--- src/sv/ncp_pkg.sv ---
// ----------------------------------------------------------------------------
// NOR flash command planner package
// Shared widths, command opcodes, request and status codes, and the structs
// passed between the planner's decode, issue and top-level logic.
// ----------------------------------------------------------------------------
package ncp_pkg;

    // Default program page size in bytes (a power of two from 16 to 4096).
    localparam int unsigned DEF_PAGE_BYTES = 256;

    // Capacity register value after reset: 8 MB.
    localparam logic [31:0] CAPACITY_RESET = 32'd8388608;

    // Request codes.
    typedef enum logic [1:0] {
        REQ_READ    = 2'd0,
        REQ_PROGRAM = 2'd1,
        REQ_ERASE   = 2'd2,
        REQ_NEXT    = 2'd3
    } req_type_t;

    // Result status codes.
    typedef enum logic [1:0] {
        ST_OK           = 2'd0,
        ST_ARG_ERROR    = 2'd1,
        ST_NONE_PENDING = 2'd2
    } status_t;

    // Flash command opcodes.
    localparam logic [7:0] OP_NONE      = 8'h00;
    localparam logic [7:0] OP_READ      = 8'h0b;
    localparam logic [7:0] OP_PROGRAM   = 8'h02;
    localparam logic [7:0] OP_ERASE_4K  = 8'h20;
    localparam logic [7:0] OP_ERASE_32K = 8'h52;
    localparam logic [7:0] OP_ERASE_64K = 8'hd8;

    // Erase unit sizes in bytes and in 4 KB sectors.
    localparam logic [31:0] BYTES_4K     = 32'd4096;
    localparam logic [31:0] BYTES_32K    = 32'd32768;
    localparam logic [31:0] BYTES_64K    = 32'd65536;
    localparam logic [31:0] SECTORS_4K   = 32'd1;
    localparam logic [31:0] SECTORS_32K  = 32'd8;
    localparam logic [31:0] SECTORS_64K  = 32'd16;

    // Checked request: start address (sector aligned for an erase) and verdict.
    typedef struct packed {
        logic        ok;
        logic [31:0] addr;
    } check_t;

    // Plan the issue logic works from: kind (0 program, 1 erase), address and
    // remaining amount (bytes for a program, sectors for an erase).
    typedef struct packed {
        logic        kind;
        logic [31:0] addr;
        logic [31:0] remain;
    } plan_t;

    // One issued command and the plan left behind it.
    typedef struct packed {
        logic [7:0]  opcode;
        logic [31:0] byte_count;
        logic [31:0] next_addr;
        logic [31:0] next_remain;
        logic        last;
    } issue_t;

endpackage

--- src/sv/ncp_if.sv ---
// ----------------------------------------------------------------------------
// NOR flash command planner channels
// Valid/ready channels for requests, issued commands and capacity writes.
// ----------------------------------------------------------------------------
interface ncp_req_if;
    import ncp_pkg::*;

    logic        valid;
    logic        ready;
    logic [1:0]  req_type;
    logic [23:0] packed_address;
    logic [31:0] request_count;

    modport source (output valid, output req_type, output packed_address,
                    output request_count, input ready);
    modport sink (input valid, input req_type, input packed_address,
                  input request_count, output ready);
endinterface

interface ncp_res_if;
    import ncp_pkg::*;

    logic        valid;
    logic        ready;
    logic [7:0]  opcode;
    logic [31:0] flash_address;
    logic [31:0] byte_count;
    logic        needs_write_enable;
    logic        last;
    logic [1:0]  status;

    modport source (output valid, output opcode, output flash_address,
                    output byte_count, output needs_write_enable, output last,
                    output status, input ready);
    modport sink (input valid, input opcode, input flash_address,
                  input byte_count, input needs_write_enable, input last,
                  input status, output ready);
endinterface

interface ncp_cfg_if;
    import ncp_pkg::*;

    logic        valid;
    logic        ready;
    logic [31:0] flash_capacity;

    modport source (output valid, output flash_capacity, input ready);
    modport sink (input valid, input flash_capacity, output ready);
endinterface

--- src/sv/ncp_check.sv ---
// ----------------------------------------------------------------------------
// NOR flash command planner request check
// Decodes the packed block/sector/page address to a byte address and checks
// the request's count and byte range against the flash capacity.
// ----------------------------------------------------------------------------
module ncp_check #(
    parameter int unsigned PAGE_BYTES = ncp_pkg::DEF_PAGE_BYTES
) (
    input  logic [1:0]      req_type,
    input  logic [23:0]     packed_address,
    input  logic [31:0]     request_count,
    input  logic [31:0]     flash_capacity,
    output ncp_pkg::check_t check
);
    import ncp_pkg::*;

    localparam int unsigned PAGE_W = $clog2(PAGE_BYTES);

    logic [31:0] block_part;
    logic [31:0] sector_part;
    logic [31:0] page_part;
    logic [31:0] decoded;
    logic [31:0] start;
    logic [31:0] length;
    logic        is_erase;
    logic        count_ok;
    logic        range_ok;

    // Address decode; the sum wraps at 32 bits.
    assign block_part  = {packed_address[23:8], 16'h0000};
    assign sector_part = {16'h0000, packed_address[7:4], 12'h000};
    assign page_part   = 32'(packed_address[3:0]) << PAGE_W;
    assign decoded     = block_part + sector_part + page_part;

    // An erase starts on a 4 KB boundary and counts 4 KB sectors.
    assign is_erase = (req_type == REQ_ERASE);
    assign start    = is_erase ? {decoded[31:12], 12'h000} : decoded;
    assign length   = is_erase ? {request_count[19:0], 12'h000} : request_count;

    // A zero count is rejected, and an erase count must fit 20 bits.
    assign count_ok = (request_count != 32'd0) &&
                      (!is_erase || (request_count[31:20] == 12'h000));

    // The whole byte range must lie inside the flash.
    assign range_ok = (flash_capacity != 32'd0) && (start < flash_capacity) &&
                      (length <= (flash_capacity - start));

    assign check.ok   = count_ok && range_ok;
    assign check.addr = start;

endmodule

--- src/sv/ncp_issue.sv ---
// ----------------------------------------------------------------------------
// NOR flash command planner command issue
// Picks the next command of a program or erase plan: a page program that
// stops at a page boundary, or the largest aligned erase unit that fits.
// ----------------------------------------------------------------------------
module ncp_issue #(
    parameter int unsigned PAGE_BYTES = ncp_pkg::DEF_PAGE_BYTES
) (
    input  ncp_pkg::plan_t  plan,
    output ncp_pkg::issue_t issue
);
    import ncp_pkg::*;

    localparam int unsigned PAGE_W = $clog2(PAGE_BYTES);

    logic [PAGE_W-1:0] page_offset;
    logic [31:0]       room;
    logic [31:0]       chunk;
    logic [31:0]       units;
    logic [31:0]       step_bytes;
    logic [7:0]        erase_op;
    logic [31:0]       step_amount;
    logic [31:0]       remain_after;

    // Program: stop at the end of the current page.
    assign page_offset = plan.addr[PAGE_W-1:0];
    assign room        = 32'(PAGE_BYTES) - 32'(page_offset);
    assign chunk       = (plan.remain < room) ? plan.remain : room;

    // Erase: the largest unit aligned at this address that the count covers.
    always_comb
    begin
        if ((plan.addr[15:0] == 16'h0000) && (plan.remain >= SECTORS_64K))
        begin
            erase_op   = OP_ERASE_64K;
            units      = SECTORS_64K;
            step_bytes = BYTES_64K;
        end
        else if ((plan.addr[14:0] == 15'h0000) && (plan.remain >= SECTORS_32K))
        begin
            erase_op   = OP_ERASE_32K;
            units      = SECTORS_32K;
            step_bytes = BYTES_32K;
        end
        else
        begin
            erase_op   = OP_ERASE_4K;
            units      = SECTORS_4K;
            step_bytes = BYTES_4K;
        end
    end

    // Advance the plan by the chosen step.
    assign step_amount  = plan.kind ? units : chunk;
    assign remain_after = plan.remain - step_amount;

    assign issue.opcode      = plan.kind ? erase_op : OP_PROGRAM;
    assign issue.byte_count  = plan.kind ? step_bytes : chunk;
    assign issue.next_addr   = plan.addr + (plan.kind ? step_bytes : chunk);
    assign issue.next_remain = remain_after;
    assign issue.last        = (remain_after == 32'd0);

endmodule

--- src/sv/nor_flash_command_planner.sv ---
// ----------------------------------------------------------------------------
// NOR flash command planner
// Turns read, program and erase requests into SPI NOR commands, one command
// per item, with a pending plan that "next" items step through.
// ----------------------------------------------------------------------------
// The accepting edge loads the input register; the result register then
// loads once it is empty or being emptied, and offers the result.
// Throughput: one item per cycle unless the command side stalls. Plan
// and result registers load together, so a "next" item may follow directly.
// Reset: the plan is cleared and the capacity register returns to 8 MB.
module nor_flash_command_planner #(
    parameter int unsigned PAGE_BYTES = ncp_pkg::DEF_PAGE_BYTES
) (
    input  logic      clk,
    input  logic      rst_n,
    ncp_req_if.sink   req,
    ncp_res_if.source res,
    ncp_cfg_if.sink   cfg
);
    import ncp_pkg::*;

    // Capacity register.
    logic [31:0] capacity_reg;

    // Input register.
    logic        in_valid_reg;
    logic [1:0]  in_type_reg;
    logic [23:0] in_address_reg;
    logic [31:0] in_count_reg;

    // Plan registers.
    logic        plan_active_reg, plan_active_next;
    logic        plan_kind_reg, plan_kind_next;
    logic [31:0] plan_addr_reg, plan_addr_next;
    logic [31:0] plan_remain_reg, plan_remain_next;

    // Result register.
    logic        out_valid_reg;
    logic [7:0]  out_opcode_reg, out_opcode_next;
    logic [31:0] out_address_reg, out_address_next;
    logic [31:0] out_count_reg, out_count_next;
    logic        out_wen_reg, out_wen_next;
    logic        out_last_reg, out_last_next;
    logic [1:0]  out_status_reg, out_status_next;

    logic    advance;
    logic    in_take;
    logic    is_next;
    check_t  check;
    plan_t   plan_src;
    issue_t  issue;

    // Handshake: the input register moves on whenever the result register
    // is empty or being emptied.
    assign advance   = in_valid_reg && (!out_valid_reg || res.ready);
    assign req.ready = !in_valid_reg || advance;
    assign in_take   = req.valid && req.ready;
    assign cfg.ready = 1'b1;

    ncp_check #(
        .PAGE_BYTES (PAGE_BYTES)
    ) u_check (
        .req_type       (in_type_reg),
        .packed_address (in_address_reg),
        .request_count  (in_count_reg),
        .flash_capacity (capacity_reg),
        .check          (check)
    );

    // A new request starts a fresh plan; a next item continues the stored one.
    assign is_next = (in_type_reg == REQ_NEXT);

    always_comb
    begin
        if (is_next)
        begin
            plan_src.kind   = plan_kind_reg;
            plan_src.addr   = plan_addr_reg;
            plan_src.remain = plan_remain_reg;
        end
        else
        begin
            plan_src.kind   = (in_type_reg == REQ_ERASE);
            plan_src.addr   = check.addr;
            plan_src.remain = in_count_reg;
        end
    end

    ncp_issue #(
        .PAGE_BYTES (PAGE_BYTES)
    ) u_issue (
        .plan  (plan_src),
        .issue (issue)
    );

    // Result and plan update for the item in the input register.
    always_comb
    begin
        plan_active_next = plan_active_reg;
        plan_kind_next   = plan_kind_reg;
        plan_addr_next   = plan_addr_reg;
        plan_remain_next = plan_remain_reg;
        out_opcode_next  = OP_NONE;
        out_address_next = 32'd0;
        out_count_next   = 32'd0;
        out_wen_next     = 1'b0;
        out_last_next    = 1'b0;
        out_status_next  = ST_ARG_ERROR;

        if (is_next)
        begin
            if (plan_active_reg)
            begin
                out_opcode_next  = issue.opcode;
                out_address_next = plan_src.addr;
                out_count_next   = issue.byte_count;
                out_wen_next     = 1'b1;
                out_last_next    = issue.last;
                out_status_next  = ST_OK;
                plan_addr_next   = issue.next_addr;
                plan_remain_next = issue.next_remain;
                plan_active_next = !issue.last;
            end
            else
            begin
                out_status_next = ST_NONE_PENDING;
            end
        end
        else
        begin
            // Any new request drops the pending plan.
            plan_active_next = 1'b0;
            plan_remain_next = 32'd0;
            if (check.ok)
            begin
                out_status_next  = ST_OK;
                out_address_next = check.addr;
                if (in_type_reg == REQ_READ)
                begin
                    out_opcode_next = OP_READ;
                    out_count_next  = in_count_reg;
                    out_last_next   = 1'b1;
                end
                else
                begin
                    out_opcode_next  = issue.opcode;
                    out_count_next   = issue.byte_count;
                    out_wen_next     = 1'b1;
                    out_last_next    = issue.last;
                    plan_kind_next   = plan_src.kind;
                    plan_addr_next   = issue.next_addr;
                    plan_remain_next = issue.next_remain;
                    plan_active_next = !issue.last;
                end
            end
        end
    end

    // Control state: valid flags, plan and capacity.
    always_ff @(posedge clk or negedge rst_n)
    begin
        if (!rst_n)
        begin
            in_valid_reg    <= 1'b0;
            out_valid_reg   <= 1'b0;
            plan_active_reg <= 1'b0;
            plan_kind_reg   <= 1'b0;
            plan_addr_reg   <= 32'd0;
            plan_remain_reg <= 32'd0;
            capacity_reg    <= CAPACITY_RESET;
        end
        else
        begin
            if (in_take)
            begin
                in_valid_reg <= 1'b1;
            end
            else if (advance)
            begin
                in_valid_reg <= 1'b0;
            end

            if (advance)
            begin
                out_valid_reg   <= 1'b1;
                plan_active_reg <= plan_active_next;
                plan_kind_reg   <= plan_kind_next;
                plan_addr_reg   <= plan_addr_next;
                plan_remain_reg <= plan_remain_next;
            end
            else if (res.ready)
            begin
                out_valid_reg <= 1'b0;
            end

            if (cfg.valid)
            begin
                capacity_reg <= cfg.flash_capacity;
            end
        end
    end

    // Payload registers.
    always_ff @(posedge clk)
    begin
        if (in_take)
        begin
            in_type_reg    <= req.req_type;
            in_address_reg <= req.packed_address;
            in_count_reg   <= req.request_count;
        end
        if (advance)
        begin
            out_opcode_reg  <= out_opcode_next;
            out_address_reg <= out_address_next;
            out_count_reg   <= out_count_next;
            out_wen_reg     <= out_wen_next;
            out_last_reg    <= out_last_next;
            out_status_reg  <= out_status_next;
        end
    end

    assign res.valid              = out_valid_reg;
    assign res.opcode             = out_opcode_reg;
    assign res.flash_address      = out_address_reg;
    assign res.byte_count         = out_count_reg;
    assign res.needs_write_enable = out_wen_reg;
    assign res.last               = out_last_reg;
    assign res.status             = out_status_reg;

endmodule

--- src/flat_wrapper.sv ---
// flat-port wrapper written by rule: the top's interface ports become plain ports
module nor_flash_command_planner_flat import ncp_pkg::*;
#(
    parameter int unsigned PAGE_BYTES = ncp_pkg::DEF_PAGE_BYTES
)
  (clk, rst_n, req_valid, req_req_type, req_packed_address, req_request_count, req_ready, res_valid, res_opcode, res_flash_address, res_byte_count, res_needs_write_enable, res_last, res_status, res_ready, cfg_valid, cfg_flash_capacity, cfg_ready);
  ncp_req_if req_i ();
  ncp_res_if res_i ();
  ncp_cfg_if cfg_i ();
  input  logic clk;
  input  logic rst_n;
  input wire logic [$bits(req_i.valid)-1:0] req_valid;
  input wire logic [$bits(req_i.req_type)-1:0] req_req_type;
  input wire logic [$bits(req_i.packed_address)-1:0] req_packed_address;
  input wire logic [$bits(req_i.request_count)-1:0] req_request_count;
  output wire logic [$bits(req_i.ready)-1:0] req_ready;
  output wire logic [$bits(res_i.valid)-1:0] res_valid;
  output wire logic [$bits(res_i.opcode)-1:0] res_opcode;
  output wire logic [$bits(res_i.flash_address)-1:0] res_flash_address;
  output wire logic [$bits(res_i.byte_count)-1:0] res_byte_count;
  output wire logic [$bits(res_i.needs_write_enable)-1:0] res_needs_write_enable;
  output wire logic [$bits(res_i.last)-1:0] res_last;
  output wire logic [$bits(res_i.status)-1:0] res_status;
  input wire logic [$bits(res_i.ready)-1:0] res_ready;
  input wire logic [$bits(cfg_i.valid)-1:0] cfg_valid;
  input wire logic [$bits(cfg_i.flash_capacity)-1:0] cfg_flash_capacity;
  output wire logic [$bits(cfg_i.ready)-1:0] cfg_ready;
  assign req_i.valid = req_valid;
  assign req_i.req_type = req_req_type;
  assign req_i.packed_address = req_packed_address;
  assign req_i.request_count = req_request_count;
  assign req_ready = req_i.ready;
  assign res_valid = res_i.valid;
  assign res_opcode = res_i.opcode;
  assign res_flash_address = res_i.flash_address;
  assign res_byte_count = res_i.byte_count;
  assign res_needs_write_enable = res_i.needs_write_enable;
  assign res_last = res_i.last;
  assign res_status = res_i.status;
  assign res_i.ready = res_ready;
  assign cfg_i.valid = cfg_valid;
  assign cfg_i.flash_capacity = cfg_flash_capacity;
  assign cfg_ready = cfg_i.ready;
  nor_flash_command_planner #(.PAGE_BYTES(PAGE_BYTES)) u_core (.clk(clk), .rst_n(rst_n), .req(req_i), .res(res_i), .cfg(cfg_i));
endmodule
--- config.mk ---
export PLATFORM = sky130hd
export DESIGN_NAME = nor_flash_command_planner_flat
export DESIGN_NICKNAME = d
export VERILOG_FILES = /design/src/sv/ncp_pkg.sv /design/src/sv/ncp_if.sv /design/src/sv/ncp_check.sv /design/src/sv/ncp_issue.sv /design/src/sv/nor_flash_command_planner.sv /design/src/flat_wrapper.sv
export SDC_FILE = /design/constraint.sdc
export NUM_CORES = 1
export LEC_CHECK = 0
export BUFFER_PORTS_ARGS = -buffer_cell sky130_fd_sc_hd__buf_2
export CAP_MARGIN = 20
export CORE_ASPECT_RATIO = 1.25
export CORE_MARGIN = 2
export CORE_UTILIZATION = 35
export CTS_CLUSTER_DIAMETER = 120
export DETAILED_ROUTE_END_ITERATION = 16
export HOLD_SLACK_MARGIN = 0.05
export SYNTH_ARGS = -nofsm -noshare
export SYNTH_HDL_FRONTEND = slang
export SYNTH_HIERARCHICAL = 1
export SYNTH_SLANG_ARGS = --single-unit
--- constraint.sdc ---
create_clock -name clk -period 10.3 [get_ports clk]
set_input_delay 2.06 -clock clk [delete_from_list [all_inputs] [get_ports clk]]
set_output_delay 2.06 -clock clk [all_outputs]
set_load 0.01 [all_outputs]
==> results of run 1 <==
[Yosys cell counts, types with 3 or more instances]
cell type    n
or3_1        5
ha_1       132
o31ai_1      3
and2_1      25
nand2b_1    15
o21bai_1     6
mux2_4      30
nor3_1      29
o21ai_0     70
mux2_2     124
a211o_1      3
dfrtp_1     99
nand3_1     15
edfxtp_1   134
nand2_1     53
a41oi_1      4
a32o_1      33
or2_2       12
a21oi_1     73
nor4_1      31
buf_2       16
a211oi_1     8
clkbuf_1    27
mux2i_1     39
a21boi_0     5
or4_1        6
nand4_1     25
o21a_1      18
nor2b_1     14
xor2_1      32
a31oi_1      8
buf_6        5
buf_1        4
o21ai_2      4
inv_1      103
a21o_1      46
and3_1       4
nand3b_1     3
buf_4       56
xnor2_1     47
a22o_1      32
nor2_1      63
conb_1       4
o21ai_1      4
[metal layers]
layer / part of all wire (%) / global-route usage, % / vias to the layer above
met1: 42 / 24.7 / 5885
li1: - / - / 5882
met2: 49 / 33.6 / 397
met4: 4.2 / 8.03 / 0
met3: 5.1 / 1.66 / 93
met5: 0 / 0 / -
[cells by family after synthesis]
group,after synthesis
other,4
AOI/OAI and AO/OA,350
buffers and inverters,211
muxes,193
adders and majority gates,134
DFF,234
xor gates and xnor gates,79
and+or+nand+nor,316
[final timing paths]
path                                           from                  endpoint  slack [ns]  depth (start not counted)
hold / removal             u_core/plan_addr_reg[18]  u_core/plan_addr_reg[18]        0.51                          1
hold reg to reg            u_core/plan_addr_reg[18]  u_core/plan_addr_reg[18]        0.51                          1
max in group asynchronous                     rst_n   u_core/capacity_reg[30]        7.45                          2
setup reg to reg              u_core/in_type_reg[1]    u_core/plan_active_reg        1.11                         33
setup / recovery              u_core/in_type_reg[1]    u_core/plan_active_reg        1.11                         33
min in group asynchronous                     rst_n   u_core/plan_addr_reg[5]        1.44                          1
[through the flow]
step | utilization (%) | hold slack [ns] | cells | setup slack (ns) | total power, mW
after floorplan | - | 0.474 | 1589 | 2.25 | 2.34
after global placement | 38.4 | 0.486 | 2254 | 1.36 | 2.67
after detailed placement | 38.4 | 0.492 | 2254 | 1.23 | 2.69
after CTS | 40.3 | 0.510 | 2302 | 1.20 | 3.70
after global routing | 40.3 | 0.520 | 2302 | 0.627 | 3.91
final | 40.3 | 0.513 | 2302 | 1.11 | 3.68
[layout make-up]
| type | instances | area [sq um] | area share (%) |
|---|---|---|---|
| clock buffers | 33 | 698 | 3.74 |
| clock inverters | 15 | 190 | 1.02 |
| inverters | 103 | 387 | 2.07 |
| multi-input cells | 1144 | 9130 | 48.9 |
| flip-flops and latches | 234 | 6530 | 35.0 |
| well taps | 585 | 732 | 3.92 |
| repair buffers | 188 | 996 | 5.34 |
[where the power goes]
group	switching (mW)	internal [mW]	leakage (nW)
Clock	0.410	0.581	0.420
Sequential	0.111	1.18	2.54
Combinational	0.766	0.633	5.19
[worst register-to-register path: cells and delay by family (launching register included)]
family | cells | cell delay (ns)
buf+inv | 3 | 0.20
flops | 1 | 0.43
xor+xnor | 1 | 0.09
simple gates | 9 | 2.96
mux | 2 | 0.65
fa+ha+maj | 5 | 2.02
compound gates | 13 | 2.76
==> impl_metrics.csv, run 1 <==
group,metric,value,unit
status,status,"finished clean",
worst_setup_path,crit_buf_inv,3,
clock_tree,htreeDepth,1,
yosys,synth.largest_area_cell,"edfxtp_1",
placed_design,placed_cell_area,17800,sq um
yosys,synth_edf_count,134,
clock_tree,cts-resized-gates,0,
clock_tree,path_clk_slew,0.07,ns
yosys,ys_ff_latch,234,
cells_and_area,final_cell_area,18700,sq um
power,ir_worst_vdd,0.000115,V
worst_setup_path,cp_slowest_cell,"ha_2",
floorplan,core,46200,sq um
detailed_routing,wirelength,47.7,mm
clock_tree,clk_latency,0.57,ns
yosys,yosys.area_share.simple,10.5,%
floorplan,die_y,246,um
sta,rsz0062_at_grt,"false",
cells_and_area,layout.cells.most_common,"buf_2",
detailed_routing,firstDrtPassIters,5,
detailed_routing,routedWlPerCell,20.7,um
global_route,antenna_found_initial,0,
cells_and_area,nets,1926,
cells_and_area,synthToLayoutAreaGrowth,13.5,%
placed_design,place_congestion,0.913,
detailed_routing,drtAntennaViolNets,0,
sta,relSlewSlack,32.1,%
sta,slew_viol_final,0,
yosys,netlist_top_cells_area,"edfxtp_1, dfrtp_1, ha_1",
floorplan,boundaryPins,174,
worst_setup_path,max_stage_delay,0.85,ns
sta,fin_skew,0.0197,ns
yosys,synth_compound_area_share,15.1,%
clock_tree,cts_root_buf,"clkbuf_16",
yosys,netlist_area,16400,sq um
detailed_routing,viasPerCell,5.32,
clock_tree,cts_buffers,26,
cells_and_area,diodes,0,
floorplan,die_area,48700,sq um
placed_design,hpwl,35.7,mm
worst_setup_path,cpLargestDelayFamily,"simple AND/OR/NAND/NOR gates",
yosys,synth_top_area_share,24.5,%
worst_setup_path,critical_path.most_common_cell,"a21o_1",
clock_tree,cts_setup_buffers,0,
worst_setup_path,critPathRequiredTime,10.76,ns
floorplan,fp.dieW,198,um
sta,worst_pin_slew,1.02,ns
sta,fin_crit_sh,89.2,%
yosys,synth.avg_cell_area,10.8,sq um
worst_hold_path,hold_class,"flop to flop",
yosys,synth_seq_area_share,39.7,%
detailed_routing,drtIter0Drc,775,
yosys,ys_types,84,
sta,setup_viol,0,
clock_tree,hold_buffers,0,
yosys,synth_ff_type,"edfxtp_1",
yosys,synth_adder_area_share,10.3,%
sta,fmax,109,MHz
sta,min_period,9.19,ns
worst_setup_path,start_kind,"flop",
global_route,grt_pass1_vias,12300,
yosys,synth_warnings,6,
worst_setup_path,end_kind,"flop",
yosys,synth_top_family_by_area,"compound AO/OA/AOI/OAI gates",
power,powerDensity,197,nW/um^2
worst_setup_path,crit_type,"flop to flop",
clock_tree,cts_sinks,234,
run,cap_violations,0,
yosys,synth_cells,1521,
worst_setup_path,worstPathMaxFanout,32,
sta,fin_tns_setup,0,ns
cells_and_area,drive_above_1_share,25.1,%
detailed_routing,drc,0,
clock_tree,cts_tree,"done",
global_route,grt_max_degree,73,
cells_and_area,mostFrequentLayoutCells,"buf_2, edfxtp_1, ha_1, mux2_2, inv_1",
yosys,async_flop_share,42.7,%
power,leakage,8.15,nW
global_route,grt_util_all_layers,19.4,%
detailed_routing,num_vias,12300,
clock_tree,clk_path_buf_depth,3,
floorplan,initial_core_util,35.5,%
placed_design,port_buffers,172,
worst_setup_path,critical_path_arrival,9.65,ns
global_route,grt_pass1_wl,72.2,mm
yosys,synthMuxAreaShare,13.6,%
yosys,yosys.area_share.xor_xnor,4.21,%
global_route,overflow,0,
cells_and_area,fillCellCount,4542,
floorplan,rows,88,
sta,hold_viol,0,
(Power assumes the default switching activity.)
==> run 2, diff against run 1 <==
ABC_AREA = 1   (was not set)
CORE_MARGIN = not set   (was 2)
TNS_END_PERCENT = 10   (was not set)
==> impl_metrics.csv, run 2 <==
group,metric,value,unit
clock_tree,path_clk_slew,0.07,ns
detailed_routing,wirelength,57.8,mm
worst_setup_path,worstPathMaxFanout,31,
yosys,synth_compound_area_share,11.0,%
run,cap_violations,0,
detailed_routing,highest_layer,"met4",
detailed_routing,routedWlPerCell,17.8,um
cells_and_area,diodes,0,
clock_tree,cts_tree,"done",
yosys,synth.avg_cell_area,7.46,sq um
status,status,"finished clean",
yosys,synth_edf_count,134,
sta,slew_viol_final,0,
yosys,ys_types,57,
sta,worst_pin_slew,0.943,ns
yosys,synth_warnings,6,
yosys,synth.largest_area_cell,"edfxtp_1",
global_route,grt_pass1_vias,16000,
floorplan,rows,92,
placed_design,port_buffers,172,
yosys,synth_common_cells,"nand2_1, inv_1, nor2_1, a21oi_1, edfxtp_1",
clock_tree,cts_root_buf,"clkbuf_16",
clock_tree,clk_path_buf_depth,3,
clock_tree,hold_buffers,0,
yosys,synth_top_family_by_area,"simple AND/OR/NAND/NOR gates",
floorplan,die_area,52300,sq um
worst_setup_path,max_stage_delay,0.59,ns
detailed_routing,met3_length,3.15,mm
detailed_routing,drtIter0Drc,1137,
floorplan,core,50500,sq um
sta,relSlewSlack,36.5,%
yosys,synthMuxAreaShare,2.00,%
clock_tree,cts-resized-gates,0,
worst_hold_path,hold_class,"flop to flop",
cells_and_area,nets,2804,
yosys,synth_seq_area_share,36.3,%
sta,rsz0062_at_grt,"false",
detailed_routing,drt-met1-wl,24.4,mm
clock_tree,cts_setup_buffers,0,
clock_tree,htreeDepth,1,
cells_and_area,drive_above_1_share,14.0,%
yosys,synth_adder_area_share,9.40,%
cells_and_area,layout.cells.most_common,"nand2_1",
sta,fin_skew,0.0171,ns
yosys,synth_cells,2412,
yosys,ys_ff_latch,234,
detailed_routing,drc,0,
yosys,async_flop_share,42.7,%
global_route,grt_max_degree,78,
detailed_routing,viasPerCell,5.03,
worst_setup_path,start_kind,"flop",
global_route,grt_pass1_wl,89.0,mm
yosys,netlist_area,18000,sq um
global_route,grt_util_all_layers,21.9,%
worst_setup_path,critical_path.most_common_cell,"nand2_1",
detailed_routing,num_vias,16400,
cells_and_area,mostFrequentLayoutCells,"nand2_1, inv_1, nor2_1, buf_2, a21oi_1",
sta,fmax,139,MHz
placed_design,hpwl,45.0,mm
worst_setup_path,critical_path_arrival,7.62,ns
floorplan,initial_core_util,35.6,%
yosys,synth_ff_type,"edfxtp_1",
cells_and_area,fillCellCount,5272,
floorplan,boundaryPins,174,
yosys,netlist_top_cells_area,"edfxtp_1, nand2_1, dfrtp_1",
cells_and_area,synthToLayoutAreaGrowth,12.1,%
cells_and_area,postLayoutCoreUtil,39.9,%
yosys,synth_top_area_share,22.4,%
power,ir_worst_vdd,0.000120,V
sta,fin_crit_sh,70.0,%
clock_tree,clk_latency,0.58,ns
global_route,antenna_found_initial,1,
clock_tree,cts_buffers,26,
yosys,yosys.area_share.xor_xnor,3.12,%
placed_design,place_congestion,0.949,
detailed_routing,drtAntennaViolNets,0,
detailed_routing,firstDrtPassIters,5,
global_route,overflow,0,
yosys,yosysMostFrequentCell,"nand2_1",
worst_setup_path,end_kind,"flop",
power,leakage,9.73,nW
sta,fin_tns_setup,0,ns
sta,setup_viol,0,
detailed_routing,route.met2.wl,27.6,mm
worst_setup_path,critPathRequiredTime,10.71,ns
floorplan,die_y,255,um
clock_tree,cts_sinks,234,
yosys,yosys.area_share.simple,28.1,%
power,powerDensity,186,nW/um^2
sta,hold_viol,0,
sta,min_period,7.21,ns
worst_setup_path,cp_slowest_cell,"fa_1",
floorplan,fp.dieW,205,um
worst_setup_path,crit_type,"flop to flop",
[run 2: cell types whose count changed after synthesis, sizes merged, moves of 33 or more]
| cell | before | now |
|---|---|---|
| a21oi | 77 | 150 |
| a21o | 46 | 8 |
| nand2 | 53 | 740 |
| mux2i | 39 | 0 |
| mux2 | 154 | 32 |
| nor2 | 64 | 254 |
| a22o | 33 | 0 |
| nand3 | 15 | 135 |
| o21ai | 78 | 170 |
| a32o | 33 | 0 |
| inv | 103 | 268 |
[run 2: area by class of cell]
class / count / area, sq um / share of cell area (%)
clock buffer: 29 / 662 / 3.28
clock inverter: 19 / 214 / 1.06
inverter: 271 / 1020 / 5.04
multi-input combinational: 1857 / 9930 / 49.2
sequential: 234 / 6530 / 32.4
tap: 658 / 823 / 4.08
timing repair buffer: 185 / 1000 / 4.96
[run 2: kinds of logic after synthesis]
| group | Yosys count |
|---|---|
| and+or+nand+nor | 1193 |
| buffers and inverters | 389 |
| AOI/OAI and AO/OA | 362 |
| DFF | 234 |
| adders and majority gates | 134 |
| xor gates and xnor gates | 64 |
| muxes | 32 |
| other | 4 |
[run 2: final timing paths]
check / start / to / slack, ns / cells past startpoint
worst max-delay path: u_core/in_type_reg[0] / u_core/res.last / 3.09 / 34
worst min-delay path: u_core/plan_addr_reg[15] / u_core/plan_addr_reg[15] / 0.48 / 2
worst max register to register: u_core/in_type_reg[0] / u_core/res.last / 3.09 / 34
worst min register to register: u_core/plan_addr_reg[15] / u_core/plan_addr_reg[15] / 0.48 / 2
max in group asynchronous: rst_n / u_core/plan_remain_reg[25] / 7.89 / 3
min in group asynchronous: rst_n / u_core/capacity_reg[18] / 1.40 / 1
[run 2: power by group]
group          switching [mW]  internal [mW]
Clock                   0.424          0.546
Sequential              0.115           1.19
Combinational           0.977          0.499
[run 2: worst max-delay path, delay by kind of cell (launching register included)]
family,cells,cell delay [ns]
AO/OA/AOI/OAI,6,1.13
flip-flops,1,0.45
buffers and inverters,4,0.63
XOR/XNOR,1,0.33
adder cells (fa/ha/maj),3,1.34
AND/OR/NAND/NOR,20,3.14
[run 2: per-layer routing]
layer	global-route usage [%]	vias up
met5	0	-
met4	9.81	0
met3	2.77	128
met2	36.8	557
met1	27.7	7621
li1	-	8072
[run 2: per-stage QoR]
step / power, mW / worst slack (ns) / std cells / hold slack (ns) / instance area (sq um)
floorplan: 2.37 / 4.80 / 2480 / 0.442 / 18200
global placement: 2.75 / 3.26 / 3203 / 0.454 / 19200
detailed placement: 2.78 / 3.33 / 3203 / 0.460 / 19200
CTS: 3.77 / 3.27 / 3251 / 0.475 / 20100
global route: 4.01 / 2.56 / 3253 / 0.490 / 20200
finish: 3.75 / 3.09 / 3253 / 0.476 / 20200
